==> src/sv/isf_pkg.sv <==
package isf_pkg;

    // Fixed widths of the series and of the arithmetic
    localparam int SAMPLE_W   = 16;
    localparam int POS_W      = 13;
    localparam int POS_LIMIT  = 4096;
    localparam int MAX_IVL    = 64;
    localparam int FRAC_BITS  = 16;
    localparam int FEAT_W     = 48;
    localparam int PROD_W     = 64;
    localparam int DEN_W      = 40;
    localparam int DIVD_W     = PROD_W + FRAC_BITS;
    localparam int UCNT_W     = $clog2(DIVD_W + 1);

    // Configuration register indexes
    localparam logic [1:0] REG_WSTART = 2'd0;
    localparam logic [1:0] REG_LEN    = 2'd1;
    localparam logic [1:0] REG_COUNT  = 2'd2;

    // Feature codes
    localparam logic [2:0] K_SLOPE  = 3'd0;
    localparam logic [2:0] K_MEAN   = 3'd1;
    localparam logic [2:0] K_VAR    = 3'd2;
    localparam logic [2:0] K_WMEAN  = 3'd3;
    localparam logic [2:0] K_WVAR   = 3'd4;
    localparam logic [2:0] K_START  = 3'd5;
    localparam logic [2:0] K_END    = 3'd6;

    typedef struct packed {
        logic signed [SAMPLE_W-1:0] sample_value;
        logic                       series_begin;
    } t_sample;

    typedef struct packed {
        logic signed [FEAT_W-1:0] feature_value;
        logic [2:0]               feature_kind;
        logic [5:0]               interval_number;
        logic                     last_of_run;
    } t_feature;

    typedef enum logic {
        UOP_MUL,
        UOP_DIV
    } t_uop;

    // Request to the shared arithmetic unit
    typedef struct packed {
        logic              start;
        t_uop              op;
        logic              neg;
        logic [PROD_W-1:0] a;
        logic [DEN_W-1:0]  b;
    } t_unit_req;

    typedef struct packed {
        logic              done;
        logic [PROD_W-1:0] result;
    } t_unit_rsp;

    typedef enum logic [1:0] {
        ST_IDLE,
        ST_LOAD,
        ST_RUN,
        ST_EMIT
    } t_state;

    // Sequencer steps for a completed interval and, after the last one, for the window
    typedef enum logic [4:0] {
        SP_SL_P,
        SP_SL_NN,
        SP_SL_DEN,
        SP_SL_DIV,
        SP_MN_DIV,
        SP_VR_NQ,
        SP_VR_SS,
        SP_VR_DEN,
        SP_VR_DIV,
        SP_WN,
        SP_WM_DIV,
        SP_WV_NQ,
        SP_WV_SS,
        SP_WV_DEN,
        SP_WV_DIV,
        SP_START,
        SP_END
    } t_step;

endpackage

==> src/sv/isf_unit.sv <==
module isf_unit (
    input  logic                i_clk,
    input  logic                i_rst_n,
    input  isf_pkg::t_unit_req  i_req,
    output isf_pkg::t_unit_rsp  o_rsp
);

    logic                             r_busy;
    logic                             r_done;
    isf_pkg::t_uop                    r_op;
    logic                             r_neg;
    logic [isf_pkg::PROD_W-1:0]       r_a;
    logic [isf_pkg::DEN_W-1:0]        r_b;
    logic [isf_pkg::DIVD_W-1:0]       r_acc;
    logic [isf_pkg::DEN_W-1:0]        r_rem;
    logic [isf_pkg::UCNT_W-1:0]       r_cnt;

    logic [isf_pkg::DEN_W+1:0]        w_trial;
    logic                             w_geq;
    logic                             w_sat;
    logic [isf_pkg::FEAT_W-1:0]       w_mag;
    logic [isf_pkg::FEAT_W-1:0]       w_field;

    // Restoring divide step: one quotient bit per cycle
    assign w_trial = {1'b0, r_rem, r_acc[isf_pkg::DIVD_W-1]} - {2'b00, r_b};
    assign w_geq   = !w_trial[isf_pkg::DEN_W+1];

    // Control
    always_ff @(posedge i_clk) begin
        if (!i_rst_n) begin
            r_busy <= 1'b0;
            r_done <= 1'b0;
            r_cnt  <= '0;
        end else begin
            r_done <= 1'b0;
            if (i_req.start) begin
                r_busy <= 1'b1;
                r_cnt  <= isf_pkg::UCNT_W'(isf_pkg::DIVD_W);
            end else if (r_busy) begin
                if (r_op == isf_pkg::UOP_MUL) begin
                    if (r_b == '0) begin
                        r_busy <= 1'b0;
                        r_done <= 1'b1;
                    end
                end else begin
                    r_cnt <= r_cnt - 1'b1;
                    if (r_cnt == isf_pkg::UCNT_W'(1)) begin
                        r_busy <= 1'b0;
                        r_done <= 1'b1;
                    end
                end
            end
        end
    end

    // Datapath: shift-add multiply or shift-subtract divide
    always_ff @(posedge i_clk) begin
        if (i_req.start) begin
            r_op  <= i_req.op;
            r_neg <= i_req.neg;
            r_a   <= i_req.a;
            r_b   <= i_req.b;
            r_rem <= '0;
            if (i_req.op == isf_pkg::UOP_MUL) begin
                r_acc <= '0;
            end else begin
                r_acc <= {i_req.a, isf_pkg::FRAC_BITS'(0)}
                         + isf_pkg::DIVD_W'(i_req.b >> 1);
            end
        end else if (r_busy) begin
            if (r_op == isf_pkg::UOP_MUL) begin
                if (r_b != '0) begin
                    if (r_b[0]) begin
                        r_acc <= r_acc + isf_pkg::DIVD_W'(r_a);
                    end
                    r_a <= {r_a[isf_pkg::PROD_W-2:0], 1'b0};
                    r_b <= r_b >> 1;
                end
            end else begin
                r_rem <= w_geq ? w_trial[isf_pkg::DEN_W-1:0]
                               : {r_rem[isf_pkg::DEN_W-2:0], r_acc[isf_pkg::DIVD_W-1]};
                r_acc <= {r_acc[isf_pkg::DIVD_W-2:0], w_geq};
            end
        end
    end

    // Saturate quotient to 2^47 and apply the sign
    assign w_sat = (|r_acc[isf_pkg::DIVD_W-1:isf_pkg::FEAT_W])
                   || (r_acc[isf_pkg::FEAT_W-1] && (|r_acc[isf_pkg::FEAT_W-2:0]));
    assign w_mag = w_sat ? {1'b1, {(isf_pkg::FEAT_W-1){1'b0}}}
                         : r_acc[isf_pkg::FEAT_W-1:0];

    always_comb begin
        if (r_neg) begin
            w_field = -w_mag;
        end else if (w_mag[isf_pkg::FEAT_W-1]) begin
            w_field = {1'b0, {(isf_pkg::FEAT_W-1){1'b1}}};
        end else begin
            w_field = w_mag;
        end
    end

    assign o_rsp.done   = r_done;
    assign o_rsp.result = (r_op == isf_pkg::UOP_MUL) ? r_acc[isf_pkg::PROD_W-1:0]
                                                      : isf_pkg::PROD_W'(w_field);

endmodule

==> src/sv/interval_slope_mean_variance.sv <==
// Channel   | Direction | Signals                                   | Payload
// sample    | in        | i_sample_valid / o_sample_ready           | t_sample
// feature   | out       | o_feature_valid / i_feature_ready         | t_feature
// config    | in        | psel penable pwrite paddr pwdata / prdata | 3 registers
//
// A sample that does not end an interval is taken while the block is idle.
// A sample that ends an interval runs a sequence on the shared multiply/divide
// unit: a multiply is shift-add and a divide is restoring shift-subtract.
// No sample is taken until the last result of the run has been transferred;
// a stalled result holds the sequencer. Synchronous active-low reset.
module interval_slope_mean_variance (
    input  logic               i_clk,
    input  logic               i_rst_n,
    input  logic               i_sample_valid,
    output logic               o_sample_ready,
    input  isf_pkg::t_sample   i_sample,
    output logic               o_feature_valid,
    input  logic               i_feature_ready,
    output isf_pkg::t_feature  o_feature,
    input  logic               psel,
    input  logic               penable,
    input  logic               pwrite,
    input  logic [3:0]         paddr,
    input  logic [31:0]        pwdata,
    output logic [31:0]        prdata,
    output logic               pready
);

    // Configuration
    logic [11:0] r_wstart;
    logic [12:0] r_len;
    logic [6:0]  r_count;
    logic [12:0] w_len;
    logic [6:0]  w_count;

    // Series state
    logic [12:0]        r_pos;
    logic [6:0]         r_idx;
    logic [12:0]        r_cin;
    logic signed [28:0] r_is;
    logic [44:0]        r_iq;
    logic signed [40:0] r_iw;
    logic signed [28:0] r_wsum;
    logic [44:0]        r_wsq;

    // Run work registers
    isf_pkg::t_state    r_state, n_state;
    isf_pkg::t_step     r_step;
    logic [12:0]        r_n;
    logic [5:0]         r_inum;
    logic               r_final;
    logic [63:0]        r_t;
    logic signed [63:0] r_num;
    logic [39:0]        r_den;
    logic [19:0]        r_nw;
    isf_pkg::t_feature  r_out;
    logic               r_out_valid;

    isf_pkg::t_unit_req w_req;
    isf_pkg::t_unit_rsp w_rsp;

    logic               w_acc;
    logic               w_begin;
    logic signed [15:0] w_x;
    logic [12:0]        e_pos, e_cin;
    logic [6:0]         e_idx;
    logic signed [28:0] e_is, e_wsum;
    logic [44:0]        e_iq, e_wsq;
    logic signed [40:0] e_iw;
    logic signed [31:0] w_xx;
    logic signed [29:0] w_cx;
    logic               w_take;
    logic [12:0]        w_cin_n;
    logic               w_trig;
    logic [28:0]        w_s_abs, w_ws_abs;
    logic               w_is_div, w_is_direct, w_last;
    logic signed [63:0] w_ps, w_w64, w_slope_num;
    logic [63:0]        w_prod;
    logic [63:0]        w_var_num;
    logic [47:0]        w_start_val, w_end_val;
    logic               w_out_done;

    assign pready = 1'b1;

    // Effective interval length and count
    assign w_len   = (r_len < 13'd2) ? 13'd2 : r_len;
    assign w_count = (r_count == 7'd0) ? 7'd1
                   : (r_count > 7'(isf_pkg::MAX_IVL)) ? 7'(isf_pkg::MAX_IVL) : r_count;

    // Register writes
    always_ff @(posedge i_clk) begin
        if (!i_rst_n) begin
            r_wstart <= '0;
            r_len    <= 13'd2;
            r_count  <= 7'd1;
        end else if (psel && penable && pwrite) begin
            unique case (paddr[3:2])
                isf_pkg::REG_WSTART: r_wstart <= pwdata[11:0];
                isf_pkg::REG_LEN:    r_len    <= pwdata[12:0];
                isf_pkg::REG_COUNT:  r_count  <= pwdata[6:0];
                default: ;
            endcase
        end
    end

    // Register reads
    always_comb begin
        unique case (paddr[3:2])
            isf_pkg::REG_WSTART: prdata = 32'(r_wstart);
            isf_pkg::REG_LEN:    prdata = 32'(r_len);
            isf_pkg::REG_COUNT:  prdata = 32'(r_count);
            default:             prdata = '0;
        endcase
    end

    // Sample transfer: clear on series begin, then accumulate
    assign w_acc   = i_sample_valid && o_sample_ready;
    assign w_begin = i_sample.series_begin;
    assign w_x     = i_sample.sample_value;
    assign e_pos   = w_begin ? '0 : r_pos;
    assign e_cin   = w_begin ? '0 : r_cin;
    assign e_idx   = w_begin ? '0 : r_idx;
    assign e_is    = w_begin ? '0 : r_is;
    assign e_iq    = w_begin ? '0 : r_iq;
    assign e_iw    = w_begin ? '0 : r_iw;
    assign e_wsum  = w_begin ? '0 : r_wsum;
    assign e_wsq   = w_begin ? '0 : r_wsq;
    assign w_xx    = w_x * w_x;
    assign w_cx    = $signed({1'b0, e_cin}) * w_x;
    assign w_take  = (e_pos < 13'(isf_pkg::POS_LIMIT)) && (e_pos >= {1'b0, r_wstart})
                     && (e_idx < w_count);
    assign w_cin_n = e_cin + 13'd1;
    assign w_trig  = w_take && (w_cin_n >= w_len);

    // Step classes
    assign w_is_div = (r_step == isf_pkg::SP_SL_DIV) || (r_step == isf_pkg::SP_MN_DIV)
                   || (r_step == isf_pkg::SP_VR_DIV) || (r_step == isf_pkg::SP_WM_DIV)
                   || (r_step == isf_pkg::SP_WV_DIV);
    assign w_is_direct = (r_step == isf_pkg::SP_START) || (r_step == isf_pkg::SP_END);
    assign w_last = ((r_step == isf_pkg::SP_VR_DIV) && !r_final)
                 || (r_step == isf_pkg::SP_END);
    assign w_out_done = r_out_valid && i_feature_ready;

    function automatic isf_pkg::t_step f_next(input isf_pkg::t_step s, input logic fin);
        isf_pkg::t_step nx;
        unique case (s)
            isf_pkg::SP_SL_P:   nx = isf_pkg::SP_SL_NN;
            isf_pkg::SP_SL_NN:  nx = isf_pkg::SP_SL_DEN;
            isf_pkg::SP_SL_DEN: nx = isf_pkg::SP_SL_DIV;
            isf_pkg::SP_SL_DIV: nx = isf_pkg::SP_MN_DIV;
            isf_pkg::SP_MN_DIV: nx = isf_pkg::SP_VR_NQ;
            isf_pkg::SP_VR_NQ:  nx = isf_pkg::SP_VR_SS;
            isf_pkg::SP_VR_SS:  nx = isf_pkg::SP_VR_DEN;
            isf_pkg::SP_VR_DEN: nx = isf_pkg::SP_VR_DIV;
            isf_pkg::SP_VR_DIV: nx = fin ? isf_pkg::SP_WN : isf_pkg::SP_SL_P;
            isf_pkg::SP_WN:     nx = isf_pkg::SP_WM_DIV;
            isf_pkg::SP_WM_DIV: nx = isf_pkg::SP_WV_NQ;
            isf_pkg::SP_WV_NQ:  nx = isf_pkg::SP_WV_SS;
            isf_pkg::SP_WV_SS:  nx = isf_pkg::SP_WV_DEN;
            isf_pkg::SP_WV_DEN: nx = isf_pkg::SP_WV_DIV;
            isf_pkg::SP_WV_DIV: nx = isf_pkg::SP_START;
            isf_pkg::SP_START:  nx = isf_pkg::SP_END;
            default:            nx = isf_pkg::SP_SL_P;
        endcase
        return nx;
    endfunction

    // Next state
    always_comb begin
        n_state = r_state;
        unique case (r_state)
            isf_pkg::ST_IDLE: if (w_acc && w_trig) n_state = isf_pkg::ST_LOAD;
            isf_pkg::ST_LOAD: n_state = w_is_direct ? isf_pkg::ST_EMIT : isf_pkg::ST_RUN;
            isf_pkg::ST_RUN: begin
                if (w_rsp.done) n_state = w_is_div ? isf_pkg::ST_EMIT : isf_pkg::ST_LOAD;
            end
            isf_pkg::ST_EMIT: begin
                if (w_out_done) n_state = w_last ? isf_pkg::ST_IDLE : isf_pkg::ST_LOAD;
            end
            default: n_state = isf_pkg::ST_IDLE;
        endcase
    end

    always_ff @(posedge i_clk) begin
        if (!i_rst_n) r_state <= isf_pkg::ST_IDLE;
        else          r_state <= n_state;
    end

    // Magnitudes of the sums
    assign w_s_abs  = r_is[28]   ? 29'(-r_is)   : 29'(r_is);
    assign w_ws_abs = r_wsum[28] ? 29'(-r_wsum) : 29'(r_wsum);

    // Outputs of the sequencer: ready and the unit request
    always_comb begin
        o_sample_ready = (r_state == isf_pkg::ST_IDLE);
        w_req.start    = (r_state == isf_pkg::ST_LOAD) && !w_is_direct;
        w_req.op       = w_is_div ? isf_pkg::UOP_DIV : isf_pkg::UOP_MUL;
        w_req.neg      = 1'b0;
        w_req.a        = '0;
        w_req.b        = '0;
        case (r_step)
            isf_pkg::SP_SL_P: begin
                w_req.a = 64'(w_s_abs);
                w_req.b = 40'(r_n - 13'd1);
            end
            isf_pkg::SP_SL_NN: begin
                w_req.a = 64'(r_n);
                w_req.b = 40'(r_n);
            end
            isf_pkg::SP_SL_DEN: begin
                w_req.a = r_t - 64'd1;
                w_req.b = 40'(r_n);
            end
            isf_pkg::SP_SL_DIV: begin
                w_req.neg = r_num[63];
                w_req.a   = r_num[63] ? 64'(-r_num) : 64'(r_num);
                w_req.b   = r_den;
            end
            isf_pkg::SP_MN_DIV: begin
                w_req.neg = r_is[28];
                w_req.a   = 64'(w_s_abs);
                w_req.b   = 40'(r_n);
            end
            isf_pkg::SP_VR_NQ: begin
                w_req.a = 64'(r_iq);
                w_req.b = 40'(r_n);
            end
            isf_pkg::SP_VR_SS: begin
                w_req.a = 64'(w_s_abs);
                w_req.b = 40'(w_s_abs);
            end
            isf_pkg::SP_VR_DEN: begin
                w_req.a = 64'(r_n);
                w_req.b = 40'(r_n - 13'd1);
            end
            isf_pkg::SP_VR_DIV, isf_pkg::SP_WV_DIV: begin
                w_req.a = 64'(r_num);
                w_req.b = r_den;
            end
            isf_pkg::SP_WN: begin
                w_req.a = 64'(w_count);
                w_req.b = 40'(w_len);
            end
            isf_pkg::SP_WM_DIV: begin
                w_req.neg = r_wsum[28];
                w_req.a   = 64'(w_ws_abs);
                w_req.b   = 40'(r_nw);
            end
            isf_pkg::SP_WV_NQ: begin
                w_req.a = 64'(r_wsq);
                w_req.b = 40'(r_nw);
            end
            isf_pkg::SP_WV_SS: begin
                w_req.a = 64'(w_ws_abs);
                w_req.b = 40'(w_ws_abs);
            end
            isf_pkg::SP_WV_DEN: begin
                w_req.a = 64'(r_nw);
                w_req.b = 40'(r_nw - 20'd1);
            end
            default: ;
        endcase
    end

    isf_unit u_unit (
        .i_clk   (i_clk),
        .i_rst_n (i_rst_n),
        .i_req   (w_req),
        .o_rsp   (w_rsp)
    );

    // Numerators formed from unit products
    assign w_prod      = w_rsp.result;
    assign w_ps        = r_is[28] ? -$signed(w_prod) : $signed(w_prod);
    assign w_w64       = 64'(r_iw);
    assign w_slope_num = (w_w64 <<< 3) + (w_w64 <<< 2) - (w_ps <<< 2) - (w_ps <<< 1);
    assign w_var_num   = (r_t >= w_prod) ? (r_t - w_prod) : 64'd0;
    assign w_start_val = {19'd0, 13'({1'b0, r_wstart} + 13'd1), 16'd0};
    assign w_end_val   = {11'd0, 21'(r_wstart) + 21'(r_nw), 16'd0};

    // Series state and run data
    always_ff @(posedge i_clk) begin
        if (!i_rst_n) begin
            r_pos       <= '0;
            r_idx       <= '0;
            r_cin       <= '0;
            r_is        <= '0;
            r_iq        <= '0;
            r_iw        <= '0;
            r_wsum      <= '0;
            r_wsq       <= '0;
            r_out_valid <= 1'b0;
            r_step      <= isf_pkg::SP_SL_P;
        end else begin
            unique case (r_state)
                isf_pkg::ST_IDLE: begin
                    if (w_acc) begin
                        r_pos  <= e_pos;
                        r_idx  <= e_idx;
                        r_cin  <= e_cin;
                        r_is   <= e_is;
                        r_iq   <= e_iq;
                        r_iw   <= e_iw;
                        r_wsum <= e_wsum;
                        r_wsq  <= e_wsq;
                        if (e_pos < 13'(isf_pkg::POS_LIMIT)) r_pos <= e_pos + 13'd1;
                        if (w_take) begin
                            r_is   <= e_is + 29'(w_x);
                            r_iq   <= e_iq + 45'($unsigned(w_xx));
                            r_iw   <= e_iw + 41'(w_cx);
                            r_wsum <= e_wsum + 29'(w_x);
                            r_wsq  <= e_wsq + 45'($unsigned(w_xx));
                            r_cin  <= w_cin_n;
                        end
                        if (w_trig) begin
                            r_cin   <= '0;
                            r_idx   <= e_idx + 7'd1;
                            r_n     <= w_cin_n;
                            r_inum  <= e_idx[5:0];
                            r_final <= (e_idx + 7'd1) >= w_count;
                            r_step  <= isf_pkg::SP_SL_P;
                        end
                    end
                end
                isf_pkg::ST_LOAD: begin
                    if (w_is_direct) begin
                        r_out_valid           <= 1'b1;
                        r_out.feature_kind    <= (r_step == isf_pkg::SP_START)
                                                 ? isf_pkg::K_START : isf_pkg::K_END;
                        r_out.feature_value   <= (r_step == isf_pkg::SP_START)
                                                 ? w_start_val : w_end_val;
                        r_out.interval_number <= '0;
                        r_out.last_of_run     <= w_last;
                    end
                end
                isf_pkg::ST_RUN: begin
                    if (w_rsp.done) begin
                        if (w_is_div) begin
                            r_out_valid           <= 1'b1;
                            r_out.feature_value   <= w_prod[47:0];
                            r_out.last_of_run     <= w_last;
                            r_out.interval_number <= r_inum;
                            case (r_step)
                                isf_pkg::SP_SL_DIV: r_out.feature_kind <= isf_pkg::K_SLOPE;
                                isf_pkg::SP_MN_DIV: r_out.feature_kind <= isf_pkg::K_MEAN;
                                isf_pkg::SP_VR_DIV: r_out.feature_kind <= isf_pkg::K_VAR;
                                isf_pkg::SP_WM_DIV: begin
                                    r_out.feature_kind    <= isf_pkg::K_WMEAN;
                                    r_out.interval_number <= '0;
                                end
                                default: begin
                                    r_out.feature_kind    <= isf_pkg::K_WVAR;
                                    r_out.interval_number <= '0;
                                end
                            endcase
                        end else begin
                            r_step <= f_next(r_step, r_final);
                            case (r_step)
                                isf_pkg::SP_SL_P:   r_num <= w_slope_num;
                                isf_pkg::SP_VR_SS,
                                isf_pkg::SP_WV_SS:  r_num <= $signed(w_var_num);
                                isf_pkg::SP_SL_DEN,
                                isf_pkg::SP_VR_DEN,
                                isf_pkg::SP_WV_DEN: r_den <= w_prod[39:0];
                                isf_pkg::SP_WN:     r_nw  <= w_prod[19:0];
                                default:            r_t   <= w_prod;
                            endcase
                        end
                    end
                end
                isf_pkg::ST_EMIT: begin
                    if (w_out_done) begin
                        r_out_valid <= 1'b0;
                        r_step      <= f_next(r_step, r_final);
                        if (w_last) begin
                            r_is <= '0;
                            r_iq <= '0;
                            r_iw <= '0;
                        end
                    end
                end
                default: ;
            endcase
        end
    end

    assign o_feature_valid = r_out_valid;
    assign o_feature       = r_out;

endmodule

==> config.mk <==
export PLATFORM = sky130hd
export DESIGN_NAME = interval_slope_mean_variance
export DESIGN_NICKNAME = d
export VERILOG_FILES = /design/src/sv/isf_pkg.sv /design/src/sv/isf_unit.sv /design/src/sv/interval_slope_mean_variance.sv
export SDC_FILE = /design/constraint.sdc
export NUM_CORES = 2
export LEC_CHECK = 0
export BUFFER_PORTS_ARGS = -buffer_cell sky130_fd_sc_hd__buf_2
export CAP_MARGIN = 20
export CORE_MARGIN = 2
export CORE_UTILIZATION = 65
export DETAILED_ROUTE_END_ITERATION = 6
export GPL_TIMING_DRIVEN = 1
export PLACE_DENSITY = 0.82
export SLEW_MARGIN = 20
export SYNTH_ARGS = -nofsm -noshare
export SYNTH_HDL_FRONTEND = slang
export SYNTH_SLANG_ARGS = --single-unit
==> constraint.sdc <==
create_clock -name i_clk -period 10.7 [get_ports i_clk]
set_input_delay 0.535 -clock i_clk [delete_from_list [all_inputs] [get_ports i_clk]]
set_output_delay 0.535 -clock i_clk [all_outputs]
set_load 0.01 [all_outputs]
Word level (Yosys, flattened, before mapping) --
Cells that the tools add are included.
Storage, ports and cells: output and inout bits 93, word-level logic and storage cells 271, register bits 763, input port bits 60
Cells by class: multiplexer cells 100, reduce and logical (&&, ||, !) cells 64, order comparisons 8, bitwise logic cells 4, $mul 2, equality and inequality tests 32, add/sub/neg operators 26
Operators with widths (number):
- one-hot mux 104 bit (14 select lines) | 1
- 2-to-1 mux 80 bit | 6
- 2-to-1 mux 64 bit | 7
- 2-to-1 mux 45 bit | 7
- 2-to-1 mux 29 bit | 9
- 2-to-1 mux 41 bit | 5
- 2-to-1 mux 40 bit | 5
- 2-to-1 mux 58 bit | 3
- one-hot mux 64 bit (2 select lines) | 1
- subtractor 64 bit | 2
- one-hot mux 58 bit (2 select lines) | 1
- 2-to-1 mux 48 bit | 2
- adder 45 x 32 -> 45 bit | 2
- one-hot mux 45 bit (2 select lines) | 1
- one-hot mux 41 bit (2 select lines) | 1
- adder 80 x 39 -> 80 bit | 1
- adder 80 x 64 -> 80 bit | 1
- one-hot mux 5 bit (16 select lines) | 1
- 2-to-1 mux 13 bit | 6
- greater-or-equal comparator 64 bit | 1
- negation 64 bit | 1
- subtractor 45 x 64 -> 64 bit | 1
- subtractor 64 x 1 -> 64 bit (second input constant) | 1
- 2-to-1 mux 63 bit | 1
- other kinds (68) | 169

Depth between registers and ports, before layout --
depth after elaboration 12, mapped depth 45, mapped depth without buffers 38

Cells and area by module --
From an unflattened synthesis, not the netlist that was laid out.
Unflattened totals: cell total of the unflattened synthesis 10272, area total of the unflattened synthesis 87176.1 um^2
By module, submodules not included:
- interval_slope_mean_variance | area an instance 66606.4 um^2, times used 1, cells an instance 7791, seq. area each 13232.7 um^2
- isf_unit | area an instance 20569.7 um^2, times used 1, cells an instance 2481, seq. area each 6566.3 um^2

Worst setup path after synthesis --
No wires, ideal clock.
path type flip-flop to flip-flop, start register u_unit.r_op, end register u_unit.r_a[0] in the netlist's numbering, enable pin, required time 9990 ps, library setup time 710 ps, data arrival time 9055 ps, path slack 935 ps, stages on the path, launching flop included 9, period minus slack after synthesis 9765 ps, path buffers 5, path through edfxtp_1 clkbuf_1 clkinv_1 clkbuf_1 clkbuf_1 clkbuf_1 clkbuf_1 nand2_1 o21ai_0
Between the ends: word-level cells in the longest chain between the ends 2
RTL lines:
- from (decl) | line isf_unit.sv:10 | isf_pkg::t_uop r_op;
- from (signal assigned) | line isf_unit.sv:59 | r_op <= i_req.op;
- inequality test 2 x 1 -> 1 bit (no source line)
- AND reduction 3 bit (no source line)
- to (signal assigned) | line isf_unit.sv:61 | r_a <= i_req.a;
- to (signal assigned) | line isf_unit.sv:76 | r_a <= {r_a[isf_pkg::PROD_W-2:0], 1'b0};
- to (decl) | line isf_unit.sv:12 | logic [isf_pkg::PROD_W-1:0] r_a;
Every way passes these cells. A chain may end at the register's enable or synchronous reset.

==> results_dict.tcl <==
set metrics [dict create \
    status "finished, violations left" \
    violations "DRC" \
    design_area_um2 92500 \
    ys_warn_count 0 \
    wl_per_cell_um 27.0 \
    drc 38 \
    finalSetupViolations 0 \
    cp_common_cell "nand2_1" \
    place_area_um2 89100 \
    total_power_mw 28.5 \
    clk_pin_slew_worst_paths_ns 0.07 \
    start_util_pct 65.4 \
    vdd_ir_drop_max_mv 0.905 \
    dieArea_um2 135000 \
    hold_buffers 0 \
    fin_setup_tns_ns 0 \
    num_vias 81700 \
    cp_num_buf_inv 5 \
    worstSetupEndpoint "r_num[63]" \
    cts_buffers 91 \
    tritoncts "done" \
    cp_slowest_cell "a2111oi_0" \
    dieWidth_um 368 \
    skew_ns 0.0712 \
    coreArea_um2 131000 \
    required_ns 11.16 \
    critPathCaptureType "flop" \
    seqCellArea_um2 19800 \
    p_clk_share_pct 12.1 \
    multiInputGateArea_um2 60800 \
    synth_area_leaders "edfxtp_1, fa_1, ha_1" \
    powerDensity_nw_per_um2 309 \
    area_delta_synth_final_pct 7.50 \
    grt_use_total_pct 46.8 \
    drive_gt1_share_pct 6.81 \
    die_y_um 368 \
    p_int_mw 13.7 \
    grt_first_pass_wirelength_mm 482 \
    fillers 10300 \
    cp.depth 37 \
    vias_per_cell 6.83 \
    post-route-util_pct 70.3 \
    crit_path_start_kind "flop" \
    synth_cells 10100 \
    synth_area_um2 86000 \
    fin_crit_sh_pct 97.8 \
    p_seq_share_pct 13.8 \
    antenna_left 0 \
    hold_class "in2reg" \
    tightest_slew_ns 1.23 \
    clockRootBuffer "clkbuf_16" \
    slew_violations 0 \
    fin_ws_ns 0.234 \
    synth-seq-cells 763 \
    placement.io_buffers 111 \
    hold_viol 0 \
    crit_path_max_fanout 7 \
    ys_seq_area_share_pct 23.0 \
    reg2reg_slack_ns 0.23 \
    num-nets-final 11500 \
    r2r_cells 37 \
    avgSynthCellArea_um2 8.49 \
    drtIter0Drc 11500 \
    dp_hpwl_mm 252 \
    power.leakage_nw 40.2 \
    antenna_found_initial 15 \
    pwr-share-comb_pct 74.1 \
    crit_family "simple AND/OR/NAND/NOR gates" \
    grt_pass1_vias 78500 \
    synthArstFlopShare_pct 0 \
    grt-ovfl-total 0 \
    post-route-min-period_ns 10.47 \
    crit_type "reg2reg" \
    switchingPower_mw 14.9 \
    fmaxAchievable_mhz 95.6 \
    synth_top_area_cell "edfxtp_1" \
    rsz0062_at_grt "false" \
    insertion_delay_ns 0.74 \
    post_cts_buffers 0 \
    cts_resized 0 \
    first_pass_iters 7 \
    rows 133 \
    synth.distinct_cells 109 \
    max-cap-violations 0 \
    ys.flop_type "edfxtp_1" \
    slowest_delay_ns 0.71 \
    cts.path.max_buffers 3 \
    pre_cts_ws_ns 0.368 \
    ioPinCount 153 \
    place_congestion 1.09 \
    synth_top_area_share_pct 15.8 \
    reg2reg_from "u_unit.r_acc[24]" \
    synth_edf_count 452 \
    setup.worst_path.start "u_unit.r_acc[24]" \
    drt-total-wl_mm 323 \
    swShare_pct 52.1 \
    arrival_ns 10.92 \
    yosysMostFrequentCell "inv_1" \
    htree_levels 3 \
    slew_headroom_pct 17.6 \
    worstReg2RegEnd "r_num[63]" \
    synthTopCellsByCount "inv_1, nand2_1, nor2_1" \
    grt_max_degree 82 \
    cts.sinks 763 \
]
how the worst min path moves through the flow:
stage | startpoint | end | slack [ns] | cells past startpoint
after floorplan | r_iw[17] | r_iw[17] | 0.43 | 2
after global placement | r_idx[6] | r_idx[6] | 0.43 | 2
after detailed placement | r_iw[38] | r_iw[38] | 0.44 | 2
after CTS | pwdata[10] | r_wstart[10] | 0.03 | 3
after global routing | pwdata[8] | r_wstart[8] | 0.07 | 3
final | pwdata[12] | r_len[12] | 0.06 | 3
per-layer routing:
layer  part of all wire, %  up-vias  global-route usage [%]
li1                      -    35500                       -
met3                    13     1237                    12.2
met2                    42     5653                    68.9
met1                    37    39300                    60.9
met5                 0.029        -                       0
met4                   8.0       16                    30.5
placed cells by master (no fill, tap or decap), types with 85 or more instances in the layout:
master and count:
inv_1 1010, nand2_1 921, nor2_1 818, fa_1 653, ha_1 628, a21oi_1 602, o21ai_0 589, edfxtp_1 452
xnor2_1 408, dfxtp_1 310, xor2_1 304, a21o_1 267, buf_4 257, nor3_1 228, nor2b_1 225, and2_1 186
nand3_1 159, a22oi_1 155, o22ai_1 118, buf_2 110, nor4_1 98, clkbuf_16 94, a211oi_1 93, nand2b_1 91
nand4_1 85
flip-flops by register name, summed over array words and instances (netlist names), 12 cells and up:
signal / cells
r_iq: 45
r_nw: 20
o_feature: 58
u_unit.r_acc: 80
r_wsq: 45
u_unit.r_b: 40
u_unit.r_a: 64
r_len: 13
r_n: 13
r_den: 40
r_iw: 41
r_wsum: 29
u_unit.r_rem: 40
r_is: 29
r_num: 64
r_cin: 13
r_wstart: 12
r_t: 64
r_pos: 13
power by group through the flow:
stage	logic (mW)	clock network (mW)	registers, mW
2_1_floorplan	14.9	0	3.83
3_3_place_gp	19.6	0	3.96
3_5_place_dp	20.3	0	3.97
4_1_cts	20.5	3.45	3.91
5_1_grt	22.9	3.56	3.94
6_report	21.1	3.46	3.93
kinds of logic after synthesis:
group                      share of synthesized area [%]
AOI/OAI and AO/OA                                   19.5
xor gates and xnor gates                            7.28
adders and majority gates                           24.3
buffers and inverters                               6.68
DFF                                                 23.0
muxes                                              0.997
other                                            0.00873
and+or+nand+nor                                     18.1
tightest hold or removal path, cell delays in order:
cell and delay, ns:
buf_2 0.09, mux2i_1 0.06, nor2_1 0.08
area by class of cell:
| type | instances | share of cell area [%] |
|---|---|---|
| tap | 1755 | 2.37 |
| antenna | 4 | 0.0108 |
| timing repair buffer | 371 | 2.77 |
| clock buffer | 118 | 2.79 |
| clock inverter | 50 | 0.758 |
| inverter | 1024 | 4.17 |
| sequential | 763 | 21.4 |
| multi-input combinational | 7884 | 65.7 |
metrics by stage:
stage          cells  hold WS (ns)
6_report       12000        0.0559
5_1_grt        12000        0.0730
3_5_place_dp   11800         0.443
4_1_cts        12000        0.0270
3_3_place_gp   11800         0.435
2_1_floorplan  10100         0.425
Power figures use the tool's default switching activity.
